[src/hw/rtl/dcst_pkg.sv]
// Shared types and constants for the dirty cell strip tracker.
package dcst_pkg;

  localparam int PIX_W = 10;
  localparam logic [PIX_W-1:0] PIX_MAX = 10'd1023;
  localparam int DIV_SHIFT = 16;
  localparam int MUL_A_W = 10;
  localparam int MUL_B_W = 17;
  localparam int MUL_P_W = MUL_A_W + MUL_B_W;
  localparam int CFG_ADDR_W = 5;
  localparam int CFG_DATA_W = 32;

  typedef enum logic [1:0] {
    CMD_MARK  = 2'd0,
    CMD_FULL  = 2'd1,
    CMD_SCAN  = 2'd2,
    CMD_END   = 2'd3
  } cmd_t;

  typedef enum logic [1:0] {
    KIND_NONE  = 2'd0,
    KIND_STRIP = 2'd1,
    KIND_FULL  = 2'd2
  } kind_t;

  typedef enum logic [2:0] {
    REG_GRID_COLUMNS  = 3'd0,
    REG_GRID_ROWS     = 3'd1,
    REG_SCREEN_WIDTH  = 3'd2,
    REG_SCREEN_HEIGHT = 3'd3,
    REG_MENU_HEIGHT   = 3'd4
  } reg_idx_t;

  typedef struct packed {
    logic [6:0] grid_columns;
    logic [4:0] grid_rows;
    logic [9:0] screen_width;
    logic [9:0] screen_height;
    logic [8:0] menu_height;
  } cfg_t;

  typedef struct packed {
    kind_t      kind;
    logic [9:0] x;
    logic [9:0] y;
    logic [9:0] width;
    logic [9:0] height;
    logic       last;
  } res_t;

  typedef enum logic [3:0] {
    ST_IDLE,
    ST_DIV_A,
    ST_DIV_B,
    ST_DIV_C,
    ST_CLAMP,
    ST_MARK_RD,
    ST_MARK_WR,
    ST_SCAN_RD,
    ST_SCAN_CAP,
    ST_SCAN_WALK,
    ST_AGE_RD,
    ST_AGE_WR
  } state_t;

endpackage

[src/hw/rtl/dcst_ram.sv]
// Generic single-write, single-read RAM with registered read data.
module dcst_ram #(
  parameter int WIDTH = 8,
  parameter int DEPTH = 16,
  localparam int AW = (DEPTH > 1) ? $clog2(DEPTH) : 1
) (
  input  logic             clk,
  input  logic             we,
  input  logic [AW-1:0]    waddr,
  input  logic [WIDTH-1:0] wdata,
  input  logic [AW-1:0]    raddr,
  output logic [WIDTH-1:0] rdata
);

  logic [WIDTH-1:0] mem [DEPTH];
  logic [WIDTH-1:0] rdata_r;

  always_ff @(posedge clk) begin
    if (we) begin
      mem[waddr] <= wdata;
    end
    rdata_r <= mem[raddr];
  end

  assign rdata = rdata_r;

endmodule

[src/hw/rtl/dcst_mul.sv]
// Shared registered multiplier used for cell index division and row pixel offset.
module dcst_mul
  import dcst_pkg::*;
(
  input  logic               clk,
  input  logic [MUL_A_W-1:0] a,
  input  logic [MUL_B_W-1:0] b,
  output logic [MUL_P_W-1:0] p
);

  logic [MUL_P_W-1:0] p_r;

  always_ff @(posedge clk) begin
    p_r <= MUL_P_W'(a) * MUL_P_W'(b);
  end

  assign p = p_r;

endmodule

[src/hw/rtl/dcst_regs.sv]
// APB configuration register file for the dirty cell strip tracker.
module dcst_regs
  import dcst_pkg::*;
(
  input  logic                  clk,
  input  logic                  rst_n,
  input  logic                  psel,
  input  logic                  penable,
  input  logic                  pwrite,
  input  logic [CFG_ADDR_W-1:0] paddr,
  input  logic [CFG_DATA_W-1:0] pwdata,
  output logic [CFG_DATA_W-1:0] prdata,
  output logic                  pready,
  output cfg_t                  cfg
);

  cfg_t     cfg_r;
  cfg_t     cfg_nxt;
  reg_idx_t idx;
  logic     wr;

  always_comb begin
    idx     = reg_idx_t'(paddr[4:2]);
    wr      = psel && penable && pwrite;
    cfg_nxt = cfg_r;
    prdata  = '0;
    case (idx)
      REG_GRID_COLUMNS: begin
        prdata = CFG_DATA_W'(cfg_r.grid_columns);
        if (wr) cfg_nxt.grid_columns = pwdata[6:0];
      end
      REG_GRID_ROWS: begin
        prdata = CFG_DATA_W'(cfg_r.grid_rows);
        if (wr) cfg_nxt.grid_rows = pwdata[4:0];
      end
      REG_SCREEN_WIDTH: begin
        prdata = CFG_DATA_W'(cfg_r.screen_width);
        if (wr) cfg_nxt.screen_width = pwdata[9:0];
      end
      REG_SCREEN_HEIGHT: begin
        prdata = CFG_DATA_W'(cfg_r.screen_height);
        if (wr) cfg_nxt.screen_height = pwdata[9:0];
      end
      REG_MENU_HEIGHT: begin
        prdata = CFG_DATA_W'(cfg_r.menu_height);
        if (wr) cfg_nxt.menu_height = pwdata[8:0];
      end
      default: begin
        prdata = '0;
      end
    endcase
  end

  always_ff @(posedge clk) begin
    if (!rst_n) begin
      cfg_r.grid_columns  <= 7'd64;
      cfg_r.grid_rows     <= 5'd24;
      cfg_r.screen_width  <= 10'd640;
      cfg_r.screen_height <= 10'd480;
      cfg_r.menu_height   <= 9'd40;
    end else begin
      cfg_r <= cfg_nxt;
    end
  end

  assign pready = 1'b1;
  assign cfg    = cfg_r;

endmodule

[src/hw/rtl/dirty_cell_strip_tracker.sv]
// Top level of the dirty cell strip tracker: sequencer, row memory and result register.
//
// A request is taken when start is high and busy is low; busy then stays high while the
// sequencer works. Mark rectangle divides out four cell indices on the shared multiplier
// (reciprocal product, then a correction product), then, unless the rectangle is
// inverted, reads and writes back each covered cell row through the row memory. Request
// full redraw sets the pending flag and leaves busy low. Scan row reads the row,
// captures it and then walks the columns in use, one cell per cycle; an empty row ends
// after the capture, and a scan while a full redraw is pending or of a row out of range
// is answered from idle without raising busy. End frame reads and writes back every
// stored row to age it. Each result stands for exactly one cycle on out_valid with no
// way to hold it off; the receiver must take it then. Row memory needs no clearing pass
// after reset: one valid flag per row, cleared at reset, makes an unwritten row read as
// empty.
module dirty_cell_strip_tracker
  import dcst_pkg::*;
#(
  parameter int CELL_WIDTH  = 10,
  parameter int CELL_HEIGHT = 20,
  parameter int MAX_COLUMNS = 64,
  parameter int MAX_ROWS    = 24
) (
  input  logic                  clk,
  input  logic                  rst_n,
  input  logic                  start,
  output logic                  busy,
  input  logic [1:0]            in_command,
  input  logic [9:0]            in_left,
  input  logic [9:0]            in_top,
  input  logic [9:0]            in_right,
  input  logic [9:0]            in_bottom,
  input  logic [4:0]            in_row,
  output logic                  out_valid,
  output logic [1:0]            out_kind,
  output logic [9:0]            out_x,
  output logic [9:0]            out_y,
  output logic [9:0]            out_width,
  output logic [9:0]            out_height,
  output logic                  out_last,
  input  logic                  psel,
  input  logic                  penable,
  input  logic                  pwrite,
  input  logic [CFG_ADDR_W-1:0] paddr,
  input  logic [CFG_DATA_W-1:0] pwdata,
  output logic [CFG_DATA_W-1:0] prdata,
  output logic                  pready
);

  localparam int COL_W    = (MAX_COLUMNS > 1) ? $clog2(MAX_COLUMNS) : 1;
  localparam int ROW_W    = (MAX_ROWS > 1) ? $clog2(MAX_ROWS) : 1;
  localparam int ROW_BITS = 2 * MAX_COLUMNS;
  localparam int ACC_RAW  = $clog2((MAX_COLUMNS + 2) * CELL_WIDTH + 1);
  localparam int ACC_W    = (ACC_RAW > 11) ? ACC_RAW : 11;
  localparam int RECIP_CW = (1 << DIV_SHIFT) / CELL_WIDTH;
  localparam int RECIP_CH = (1 << DIV_SHIFT) / CELL_HEIGHT;

  cfg_t cfg;

  state_t state_r, state_nxt;

  logic [9:0]          l_r, l_nxt, t_r, t_nxt, rt_r, rt_nxt, b_r, b_nxt;
  logic [1:0]          k_r, k_nxt;
  logic [9:0]          qe_r, qe_nxt;
  logic [3:0][9:0]     q_r, q_nxt;
  logic [COL_W-1:0]    cx0_r, cx0_nxt, cx1_r, cx1_nxt;
  logic [ROW_W-1:0]    cy1_r, cy1_nxt, cur_row_r, cur_row_nxt;
  logic [MAX_ROWS-1:0] rvalid_r, rvalid_nxt;
  logic                pending_r, pending_nxt;
  logic [COL_W:0]      col_r, col_nxt;
  logic [MAX_COLUMNS-1:0] nz_r, nz_nxt, nz_cap;
  logic [ACC_W-1:0]    pix_r, pix_nxt, xs_r, xs_nxt;
  logic                in_run_r, in_run_nxt;
  logic [9:0]          y_r, y_nxt;
  logic                out_valid_r, out_valid_nxt;
  res_t                res_r, res_nxt;

  logic [MUL_A_W-1:0]  mul_a;
  logic [MUL_B_W-1:0]  mul_b;
  logic [MUL_P_W-1:0]  mul_p;

  logic                ram_we;
  logic [ROW_BITS-1:0] ram_wdata, ram_rdata;
  logic [ROW_BITS-1:0] row_word, mark_word, age_word;

  logic [6:0]          cols7, rows7;
  logic [COL_W-1:0]    cols_m1;
  logic [COL_W:0]      cols_c;
  logic [ROW_W-1:0]    rows_m1;
  logic                row_oor;
  logic [9:0]          x_k;
  logic [MUL_B_W-1:0]  div_c, recip_k;
  logic [10:0]         rem;
  logic [9:0]          q_fix;
  logic                inverted;
  logic [9:0]          menu_twice, full_h, y_sat;

  function automatic logic [9:0] sat_acc(input logic [ACC_W-1:0] v);
    return (v > ACC_W'(PIX_MAX)) ? PIX_MAX : v[9:0];
  endfunction

  dcst_regs u_regs (
    .clk     (clk),
    .rst_n   (rst_n),
    .psel    (psel),
    .penable (penable),
    .pwrite  (pwrite),
    .paddr   (paddr),
    .pwdata  (pwdata),
    .prdata  (prdata),
    .pready  (pready),
    .cfg     (cfg)
  );

  dcst_mul u_mul (
    .clk (clk),
    .a   (mul_a),
    .b   (mul_b),
    .p   (mul_p)
  );

  dcst_ram #(
    .WIDTH (ROW_BITS),
    .DEPTH (MAX_ROWS)
  ) u_ram (
    .clk   (clk),
    .we    (ram_we),
    .waddr (cur_row_r),
    .wdata (ram_wdata),
    .raddr (cur_row_r),
    .rdata (ram_rdata)
  );

  always_comb begin
    if (cfg.grid_columns == 7'd0) begin
      cols7 = 7'd1;
    end else if (cfg.grid_columns > 7'(MAX_COLUMNS)) begin
      cols7 = 7'(MAX_COLUMNS);
    end else begin
      cols7 = cfg.grid_columns;
    end
    if (cfg.grid_rows == 5'd0) begin
      rows7 = 7'd1;
    end else if (7'(cfg.grid_rows) > 7'(MAX_ROWS)) begin
      rows7 = 7'(MAX_ROWS);
    end else begin
      rows7 = 7'(cfg.grid_rows);
    end
    cols_m1 = COL_W'(cols7 - 7'd1);
    cols_c  = (COL_W + 1)'(cols7);
    rows_m1 = ROW_W'(rows7 - 7'd1);
    row_oor = 7'(in_row) >= rows7;

    case (k_r)
      2'd0:    x_k = l_r;
      2'd1:    x_k = rt_r;
      2'd2:    x_k = t_r;
      default: x_k = b_r;
    endcase
    div_c   = k_r[1] ? MUL_B_W'(CELL_HEIGHT) : MUL_B_W'(CELL_WIDTH);
    recip_k = k_r[1] ? MUL_B_W'(RECIP_CH) : MUL_B_W'(RECIP_CW);
    rem     = {1'b0, x_k} - mul_p[10:0];
    q_fix   = (rem >= div_c[10:0]) ? qe_r + 10'd1 : qe_r;

    inverted = (q_r[0] > q_r[1]) || (q_r[2] > q_r[3]);

    menu_twice = {cfg.menu_height, 1'b0};
    full_h     = (cfg.screen_height > menu_twice) ? cfg.screen_height - menu_twice : 10'd0;
    y_sat      = (mul_p > MUL_P_W'(PIX_MAX)) ? PIX_MAX : mul_p[9:0];

    row_word  = rvalid_r[cur_row_r] ? ram_rdata : '0;
    mark_word = row_word;
    for (int j = 0; j < MAX_COLUMNS; j++) begin
      if ((COL_W'(j) >= cx0_r) && (COL_W'(j) <= cx1_r)) begin
        mark_word[2*j +: 2] = 2'b10;
      end
      age_word[2*j +: 2] = {1'b0, row_word[2*j+1]};
      nz_cap[j] = (|row_word[2*j +: 2]) && ((COL_W + 1)'(j) < cols_c);
    end
  end

  // next state
  always_comb begin
    state_nxt = state_r;
    case (state_r)
      ST_IDLE: begin
        if (start) begin
          case (in_command)
            CMD_MARK: state_nxt = ST_DIV_A;
            CMD_SCAN: state_nxt = (pending_r || row_oor) ? ST_IDLE : ST_SCAN_RD;
            CMD_END:  state_nxt = ST_AGE_RD;
            default:  state_nxt = ST_IDLE;
          endcase
        end
      end
      ST_DIV_A:     state_nxt = ST_DIV_B;
      ST_DIV_B:     state_nxt = ST_DIV_C;
      ST_DIV_C:     state_nxt = (k_r == 2'd3) ? ST_CLAMP : ST_DIV_A;
      ST_CLAMP:     state_nxt = inverted ? ST_IDLE : ST_MARK_RD;
      ST_MARK_RD:   state_nxt = ST_MARK_WR;
      ST_MARK_WR:   state_nxt = (cur_row_r == cy1_r) ? ST_IDLE : ST_MARK_RD;
      ST_SCAN_RD:   state_nxt = ST_SCAN_CAP;
      ST_SCAN_CAP:  state_nxt = (nz_cap == '0) ? ST_IDLE : ST_SCAN_WALK;
      ST_SCAN_WALK: state_nxt = (col_r == cols_c) ? ST_IDLE : ST_SCAN_WALK;
      ST_AGE_RD:    state_nxt = ST_AGE_WR;
      ST_AGE_WR:    state_nxt = (cur_row_r == ROW_W'(MAX_ROWS - 1)) ? ST_IDLE : ST_AGE_RD;
      default:      state_nxt = ST_IDLE;
    endcase
  end

  // datapath and outputs
  always_comb begin
    l_nxt         = l_r;
    t_nxt         = t_r;
    rt_nxt        = rt_r;
    b_nxt         = b_r;
    k_nxt         = k_r;
    qe_nxt        = qe_r;
    q_nxt         = q_r;
    cx0_nxt       = cx0_r;
    cx1_nxt       = cx1_r;
    cy1_nxt       = cy1_r;
    cur_row_nxt   = cur_row_r;
    rvalid_nxt    = rvalid_r;
    pending_nxt   = pending_r;
    col_nxt       = col_r;
    nz_nxt        = nz_r;
    pix_nxt       = pix_r;
    xs_nxt        = xs_r;
    in_run_nxt    = in_run_r;
    y_nxt         = y_r;
    out_valid_nxt = 1'b0;
    res_nxt       = res_r;
    mul_a         = x_k;
    mul_b         = recip_k;
    ram_we        = 1'b0;
    ram_wdata     = mark_word;

    case (state_r)
      ST_IDLE: begin
        if (start) begin
          l_nxt  = in_left;
          t_nxt  = in_top;
          rt_nxt = in_right;
          b_nxt  = in_bottom;
          k_nxt  = 2'd0;
          case (in_command)
            CMD_FULL: begin
              pending_nxt = 1'b1;
            end
            CMD_SCAN: begin
              cur_row_nxt = ROW_W'(in_row);
              if (pending_r || row_oor) begin
                out_valid_nxt = 1'b1;
                res_nxt       = '{KIND_NONE, 10'd0, 10'd0, 10'd0, 10'd0, 1'b1};
              end
            end
            CMD_END: begin
              cur_row_nxt   = '0;
              out_valid_nxt = 1'b1;
              if (pending_r) begin
                pending_nxt = 1'b0;
                res_nxt     = '{KIND_FULL, 10'd0, 10'(cfg.menu_height),
                                cfg.screen_width, full_h, 1'b1};
              end else begin
                res_nxt = '{KIND_NONE, 10'd0, 10'd0, 10'd0, 10'd0, 1'b1};
              end
            end
            default: begin
              k_nxt = 2'd0;
            end
          endcase
        end
      end
      ST_DIV_B: begin
        qe_nxt = mul_p[DIV_SHIFT +: 10];
        mul_a  = mul_p[DIV_SHIFT +: 10];
        mul_b  = div_c;
      end
      ST_DIV_C: begin
        q_nxt[k_r] = q_fix;
        k_nxt      = k_r + 2'd1;
      end
      ST_CLAMP: begin
        cx0_nxt     = (q_r[0] > 10'(cols_m1)) ? cols_m1 : COL_W'(q_r[0]);
        cx1_nxt     = (q_r[1] > 10'(cols_m1)) ? cols_m1 : COL_W'(q_r[1]);
        cur_row_nxt = (q_r[2] > 10'(rows_m1)) ? rows_m1 : ROW_W'(q_r[2]);
        cy1_nxt     = (q_r[3] > 10'(rows_m1)) ? rows_m1 : ROW_W'(q_r[3]);
      end
      ST_MARK_WR: begin
        ram_we                = 1'b1;
        ram_wdata             = mark_word;
        rvalid_nxt[cur_row_r] = 1'b1;
        cur_row_nxt           = cur_row_r + ROW_W'(1);
      end
      ST_SCAN_RD: begin
        mul_a = MUL_A_W'(cur_row_r);
        mul_b = MUL_B_W'(CELL_HEIGHT);
      end
      ST_SCAN_CAP: begin
        y_nxt      = y_sat;
        nz_nxt     = nz_cap;
        col_nxt    = '0;
        pix_nxt    = '0;
        in_run_nxt = 1'b0;
        if (nz_cap == '0) begin
          out_valid_nxt = 1'b1;
          res_nxt       = '{KIND_NONE, 10'd0, 10'd0, 10'd0, 10'd0, 1'b1};
        end
      end
      ST_SCAN_WALK: begin
        if (nz_r[0]) begin
          if (!in_run_r) begin
            xs_nxt     = pix_r;
            in_run_nxt = 1'b1;
          end
        end else if (in_run_r) begin
          out_valid_nxt = 1'b1;
          res_nxt       = '{KIND_STRIP, sat_acc(xs_r), y_r, sat_acc(pix_r - xs_r),
                            10'(CELL_HEIGHT), ~|nz_r};
          in_run_nxt    = 1'b0;
        end
        nz_nxt  = nz_r >> 1;
        pix_nxt = pix_r + ACC_W'(CELL_WIDTH);
        col_nxt = col_r + (COL_W + 1)'(1);
      end
      ST_AGE_WR: begin
        ram_we                = 1'b1;
        ram_wdata             = age_word;
        rvalid_nxt[cur_row_r] = 1'b1;
        cur_row_nxt           = cur_row_r + ROW_W'(1);
      end
      default: begin
        ram_we = 1'b0;
      end
    endcase
  end

  always_ff @(posedge clk) begin
    if (!rst_n) begin
      state_r     <= ST_IDLE;
      rvalid_r    <= '0;
      pending_r   <= 1'b1;
      out_valid_r <= 1'b0;
      k_r         <= 2'd0;
      in_run_r    <= 1'b0;
    end else begin
      state_r     <= state_nxt;
      rvalid_r    <= rvalid_nxt;
      pending_r   <= pending_nxt;
      out_valid_r <= out_valid_nxt;
      k_r         <= k_nxt;
      in_run_r    <= in_run_nxt;
    end
  end

  always_ff @(posedge clk) begin
    l_r       <= l_nxt;
    t_r       <= t_nxt;
    rt_r      <= rt_nxt;
    b_r       <= b_nxt;
    qe_r      <= qe_nxt;
    q_r       <= q_nxt;
    cx0_r     <= cx0_nxt;
    cx1_r     <= cx1_nxt;
    cy1_r     <= cy1_nxt;
    cur_row_r <= cur_row_nxt;
    col_r     <= col_nxt;
    nz_r      <= nz_nxt;
    pix_r     <= pix_nxt;
    xs_r      <= xs_nxt;
    y_r       <= y_nxt;
    res_r     <= res_nxt;
  end

  assign busy       = (state_r != ST_IDLE);
  assign out_valid  = out_valid_r;
  assign out_kind   = res_r.kind;
  assign out_x      = res_r.x;
  assign out_y      = res_r.y;
  assign out_width  = res_r.width;
  assign out_height = res_r.height;
  assign out_last   = res_r.last;

`ifndef SYNTHESIS
  a_end_full: assert property (@(posedge clk) disable iff (!rst_n)
    start && !busy && in_command == CMD_END && pending_r
      |=> out_valid && out_kind == KIND_FULL && out_last && !pending_r)
    else $error("end frame with full redraw pending did not report the full area");

  a_scan_pending: assert property (@(posedge clk) disable iff (!rst_n)
    start && !busy && in_command == CMD_SCAN && pending_r
      |=> out_valid && out_kind == KIND_NONE && out_last && !busy)
    else $error("scan during pending full redraw did not report nothing to copy");

  a_strip_no_pending: assert property (@(posedge clk) disable iff (!rst_n)
    out_valid && out_kind == KIND_STRIP |-> !pending_r && out_width != 10'd0)
    else $error("strip reported while full redraw pending or with zero width");

  a_result_busy: assert property (@(posedge clk) disable iff (!rst_n)
    out_valid && !out_last |-> busy)
    else $error("non-final result with sequencer idle");
`endif

endmodule

[config.mk]
export PLATFORM = sky130hd
export DESIGN_NAME = dirty_cell_strip_tracker
export DESIGN_NICKNAME = d
export VERILOG_FILES = /design/src/hw/rtl/dcst_pkg.sv /design/src/hw/rtl/dcst_ram.sv /design/src/hw/rtl/dcst_mul.sv /design/src/hw/rtl/dcst_regs.sv /design/src/hw/rtl/dirty_cell_strip_tracker.sv
export SDC_FILE = /design/constraint.sdc
export NUM_CORES = 2
export LEC_CHECK = 0
export BUFFER_PORTS_ARGS = -buffer_cell sky130_fd_sc_hd__buf_2
export CORE_MARGIN = 2
export CORE_UTILIZATION = 45
export DETAILED_ROUTE_END_ITERATION = 8
export PLACE_DENSITY = 0.7
export SETUP_SLACK_MARGIN = 0.4
export SYNTH_ARGS = -nofsm -noshare
export SYNTH_HDL_FRONTEND = slang
export SYNTH_SLANG_ARGS = --single-unit
[constraint.sdc]
create_clock -name clk -period 8.6 [get_ports clk]
set_clock_uncertainty 0.1 [all_clocks]
set_input_delay 0.43 -clock clk [delete_from_list [all_inputs] [get_ports clk]]
set_output_delay 0.43 -clock clk [all_outputs]
set_load 0.02 [all_outputs]
After elaboration in Yosys (flattened, before gate mapping)
Memories as Yosys holds them, arrays and structs flattened. A register that Yosys moved wholly into a read port is not among the register bits.
Cells that the tools add are included.
Cells by class
  bitwise gates (word level): 2
  divide/modulo/power cells: 0
  reduce and logical (&&, ||, !) cells: 225
  $mul: 1
  shift-type cells: 0
  add/subtract/negate cells: 10
  equality and inequality tests: 30
  muxes and demuxes: 130
  $lt $le $gt $ge: 210
Operators by type and width (number)
  $mux 43: 6
  $mux 128: 2
  $lt 6x7->1 const A: 32
  $ge 6x6->1 const A: 32
  $le 6x6->1 const A: 32
  $logic_and 1x1->1: 132
  $mux 2: 65
  $reduce_or 2->1: 65
  $pmux 43 s3: 1
  $pmux 64 s2: 1
  $lt 5x7->1 const A: 16
  $ge 5x6->1 const A: 16
  $le 5x6->1 const A: 16
  $pmux 43 s2: 1
  $logic_not 64->1: 1
  $reduce_or 64->1: 1
  $lt 4x7->1 const A: 8
  $mux 10: 5
  $pmux 10 s5: 1
  $ge 4x6->1 const A: 8
  $le 4x6->1 const A: 8
  $pmux 4 s12: 1
  $bwmux 40: 1
  $gt 10x10->1: 3
  83 further kinds: 154
Word-level totals
  bits in writable memories: 3072
  word-level logic and storage cells: 645
  memory bits (read-only): 0
  bits in latches: 0
  memories: 1
  register bits after elaboration: 359
Memory list
  u_ram.mem: words 24, bits a word 128, rd ports 1, clocked after Yosys merged registers in 1, wr ports 1, RTL line dcst_ram.sv:15  | logic [WIDTH-1:0] mem [DEPTH];

Longest topological paths before layout
  word-level depth: 9
  depth in mapped cells: 29
  depth with buffers taken out: 28

By module
From an unflattened synthesis, not the netlist that was laid out.
Second synthesis, totals
  cells, all modules: 8455
  area total of the unflattened synthesis: 146374.1 um^2
By module, submodules not included
  dcst_ram: area an instance 119658.5 um^2, sequential area each 94810.9 um^2, instances 1, cells each 5507
  dirty_cell_strip_tracker: area an instance 18472.7 um^2, sequential area each 8348.0 um^2, instances 1, cells each 2030
  dcst_mul: area an instance 6089.6 um^2, sequential area each 540.5 um^2, instances 1, cells each 684
  dcst_regs: area an instance 2153.3 um^2, sequential area each 820.8 um^2, instances 1, cells each 234

Worst setup path after synthesis
Ideal clock, no wire load.
  path type: reg-to-reg
  from: reg cur_row_r[0]
  to: mem u_ram.mem[10][0] (netlist name) (enable)
  required time: 7881 ps
  setup slack: 697 ps
  clock period less this slack: 7903 ps
  library setup time: 619 ps
  cell stages (with the launch flop): 10
  arrival time: 7184 ps
  cell sequence: edfxtp_1 > clkbuf_1 > buf_2 > buf_2 > buf_2 > buf_1 > inv_1 > ha_1 > nand2_1 > nor2_1
RTL lines
  start: declaration: RTL line dirty_cell_strip_tracker.sv:66  | logic [ROW_W-1:0] cy1_r, cy1_nxt, cur_row_r, cur_row_nxt;
  start signal: assignment: RTL line dirty_cell_strip_tracker.sv:366  | cur_row_r <= cur_row_nxt;
  end: declaration: RTL line dcst_ram.sv:15
No word-level cell before the write port.

Final worst setup path
  from: reg state_r[3]
  to: reg u_mul.p_r[22], in the netlist u_mul.p[22]
Between the ends
  cells in the longest elaborated chain, start to end: 3
  elaborated cells between the ends (all ways): 5
  those cells by class: mul: 1; eq/ne: 2; mux: 2
Ends and longest elaborated chain
  start: declaration: RTL line dirty_cell_strip_tracker.sv:59  | state_t state_r, state_nxt;
  start signal: assignment: RTL line dirty_cell_strip_tracker.sv:347  | state_r <= state_nxt;
  $eq 4x3->1 or $eq 4x2->1 (tied branches): RTL line dirty_cell_strip_tracker.sv:238  | case (state_r)
  $pmux 10 s2 or $pmux 13 s2 (tied branches): RTL line dirty_cell_strip_tracker.sv:238
  $mul 10x13->23 *: RTL line dcst_mul.sv:14  | p_r <= MUL_P_W'(a) * MUL_P_W'(b);
  end signal: assignment: RTL line dcst_mul.sv:14
  end: declaration: RTL line dcst_mul.sv:11  | logic [MUL_P_W-1:0] p_r;
Mark *: on every way between the ends. The rest lies on a longest branch, timed or not.
A chain may end at the register's enable or synchronous reset.

==> impl_metrics.py <==
metrics = {
    "finish": {
        "fin_nets": 8239,
        "design_area_sq_um": 161000,
        "layout_commonest_cell": "edfxtp_1",
        "final_cell_mix": "edfxtp_1, mux4_2, nand2_1",
        "area_delta_synth_final_pct": 13.6,
        "final_layout_size_suffix_gt1_share_pct": 23.5,
    },
    "clock_tree": {
        "cts_tree": "yes",
        "clock_sinks": 3542,
        "h-tree-depth": 5,
        "cts_buffers": 355,
        "cts_max_path_buffers": 4,
        "clock_latency_ns": 0.93,
        "path_clk_slew_ns": 0.06,
        "cts_root_buf": "clkbuf_16",
    },
    "sta": {
        "fmax_mhz": 129,
        "rsz0062_at_grt": "false",
        "setup_violations": 0,
        "post-route-min-period_ns": 7.74,
        "hold_violations": 0,
        "worstMarginPinSlew_ns": 1.31,
        "slew_viol_final": 0,
        "relSlewSlack_pct": 12.2,
        "post-route-period-util_pct": 90.0,
        "finalWorstSetupSlack_ns": 0.861,
        "final.setup.tns_ns": 0,
    },
    "global_routing": {
        "overflow": 0,
        "grt_pass1_wl_microns": 536000,
        "grt_most_used_layer": "met2",
        "antenna_found_initial": 15,
        "grt_max_degree": 121,
        "grtUsageMet2_pct": 37.4,
        "grtUsageTotal_pct": 23.1,
        "grtUsageMet1_pct": 31.6,
        "met3_usage_pct": 4.31,
        "grt_pass1_vias": 76100,
    },
    "setup_path": {
        "crit_path_start": "state_r[3]",
        "endpoint_kind": "register",
        "critical_path_buf_inv_count": 8,
        "rr_endpoint": "u_mul.p[22]",
        "cp.required_ns": 9.25,
        "reg2regPathDepth": 29,
        "crit_type": "reg2reg",
        "start_kind": "register",
        "cp_slowest_cell": "fa_1",
        "cp_top_family": "adder cells",
        "crit_path_max_incr_delay_ns": 0.61,
        "worst-path-max-fanout": 13,
        "regToRegStartpoint": "state_r[3]",
        "worstPathArrival_ns": 8.39,
        "reg2reg_slack_ns": 0.86,
    },
    "routing": {
        "dr.pass1.iters": 9,
        "avgViaCountPerCell": 6.13,
        "final_antenna_net_count": 0,
        "drcViolationCount": 0,
        "drtIter0Drc": 10400,
        "drt-total-wl_microns": 373000,
        "num_vias": 75700,
        "wl_per_cell_microns": 30.2,
    },
    "min_path": {
        "hold_class": "in2reg",
        "hold_depth": 5,
        "hold_end": "u_regs.cfg[34]",
        "hold_start": "penable",
    },
    "flow_run": {
        "cap_violations": 0,
    },
    "placement": {
        "place.gp.congestion": 0.983,
        "port_buffers": 120,
        "pre_cts_ws_ns": 0.689,
        "dpl.hpwl_microns": 198000,
        "postPlaceCellArea_sq_um": 148000,
    },
    "logic_synthesis": {
        "synth_cell_types": 84,
        "ys.flop_type": "edfxtp_1",
        "netlist_area_sq_um": 141000,
        "synth.avg_cell_area_sq_um": 18.8,
        "seq_area_frac_synth_pct": 73.6,
        "synthCells": 7506,
        "ys_async_sr_fraction_pct": 0,
        "synth_warnings": 0,
        "synth_edf_count": 3317,
        "ys_seq_elements": 3542,
    },
    "power": {
        "power_leakage_nw": 48.4,
        "powerDensity_nw_per_um2": 238,
        "irDropWorstVdd_v": 0.000189,
    },
    "die": {
        "die_w_microns": 565,
        "ios": 168,
        "fp.dieH_microns": 565,
        "fp.coreArea_sq_um": 312000,
        "die-area_sq_um": 319000,
        "row_count": 205,
        "start_util_pct": 45.3,
    },
    "outcome": {
        "status": "finished, final reports clean",
    },
}
==> kinds of logic after synthesis <==
family	count (synthesis)	share of synthesized area (%)
adder cells (fa/ha/maj)	227	2.35
other	2	0.00531
multiplexers	960	13.8
flip-flops	3542	73.6
XOR/XNOR	65	0.403
AND/OR/NAND/NOR	1205	3.95
buffers and inverters	610	1.70
AO/OA/AOI/OAI	895	4.21
==> flip-flops by register name (all words and copies together), names as in the netlist, 23 cells and up <==
name and count:
nz_r 64, q_r 32, rvalid_r 24, u_mul.p 23, u_ram.mem 3072, u_ram.rdata 128, u_regs.cfg 41
==> metrics by stage <==
stage / cells / power, mW / hold WS (ns) / util [%]
after floorplan: 7530 / 22.0 / 0.331 / -
after global placement: 11600 / 23.1 / 0.342 / 47.5
after detailed placement: 11600 / 23.1 / 0.349 / 47.5
after CTS: 12400 / 38.5 / 0.0164 / 51.4
after global routing: 12400 / 39.5 / 0.0535 / 51.4
final: 12400 / 38.3 / 0.0803 / 51.4
==> power by group <==
group,switching [mW],leakage [nW],internal [mW],total (mW)
clock network,6.54,5.75,8.99,15.5
logic,2.19,13.8,1.58,3.77
registers,0.202,28.8,18.8,19.0
total,8.93,48.4,29.4,38.3
==> final cells by class <==
class	count	area [sq um]
sequential	3542	104000
clock buffer	482	9850
inverter	189	714
fill	24300	152000
antenna	4	10.0
timing repair buffer	457	3630
clock inverter	170	1840
tap	4140	5180
multi-input combinational	3378	35300
==> how the worst max path moves through the flow <==
stage	end	slack, ns	depth (start not counted)
after CTS	u_mul.p[22]	0.63	25
after detailed placement	u_mul.p[22]	0.69	25
after global placement	u_mul.p[22]	0.76	25
final	u_mul.p[22]	0.86	29
after global routing	u_mul.p[22]	0.41	28
after floorplan	u_ram.mem[10][0]	0.70	9
==> per-layer routing <==
metal / wire [microns] / share of wire [%]
met1: 144000 / 39
met2: 180000 / 48
met3: 35400 / 9.5
met4: 13600 / 3.6
met5: 78 / 0.021
==> cells in the mapped netlist (26+ instances only) <==
cell type | count | area (sq um)
edfxtp_1 | 3317 | 99600
nand2_1 | 448 | 1680
nand2b_1 | 32 | 200
and3_1 | 26 | 163
a21oi_1 | 203 | 1020
ha_1 | 161 | 2010
fa_1 | 65 | 1300
o31ai_1 | 27 | 203
xnor2_1 | 42 | 368
a22oi_1 | 267 | 2000
o21ai_0 | 118 | 591
inv_1 | 187 | 702
buf_1 | 93 | 349
dfxtp_1 | 225 | 4500
o211ai_1 | 28 | 210
mux4_2 | 774 | 17400
mux2_2 | 134 | 1510
mux2i_1 | 52 | 521
o22ai_1 | 47 | 294
clkbuf_1 | 293 | 1100
nor3_1 | 33 | 165
nand3_1 | 243 | 1220
nor2b_1 | 52 | 325
o21a_1 | 52 | 390
nor2_1 | 231 | 867
==> repair_timing <==
action | 4_1_cts | 5_1_grt
hold buffers | 63 | 0
hold endpoints to repair | 93 | 0
setup buffers | 0 | 0
endpoints found under the setup margin | 0 | 3
resized for setup | 0 | 4
==> worst register-to-register path, delay by kind of cell, from the launching register on <==
family	cells	cell delay [ns]
and+or+nand+nor	7	1.51
xor gates and xnor gates	1	0.13
AOI/OAI and AO/OA	7	1.39
adders and majority gates	6	3.06
buffers and inverters	8	0.87
DFF	1	0.55
Note: power is estimated with default switching activity, not from simulation.
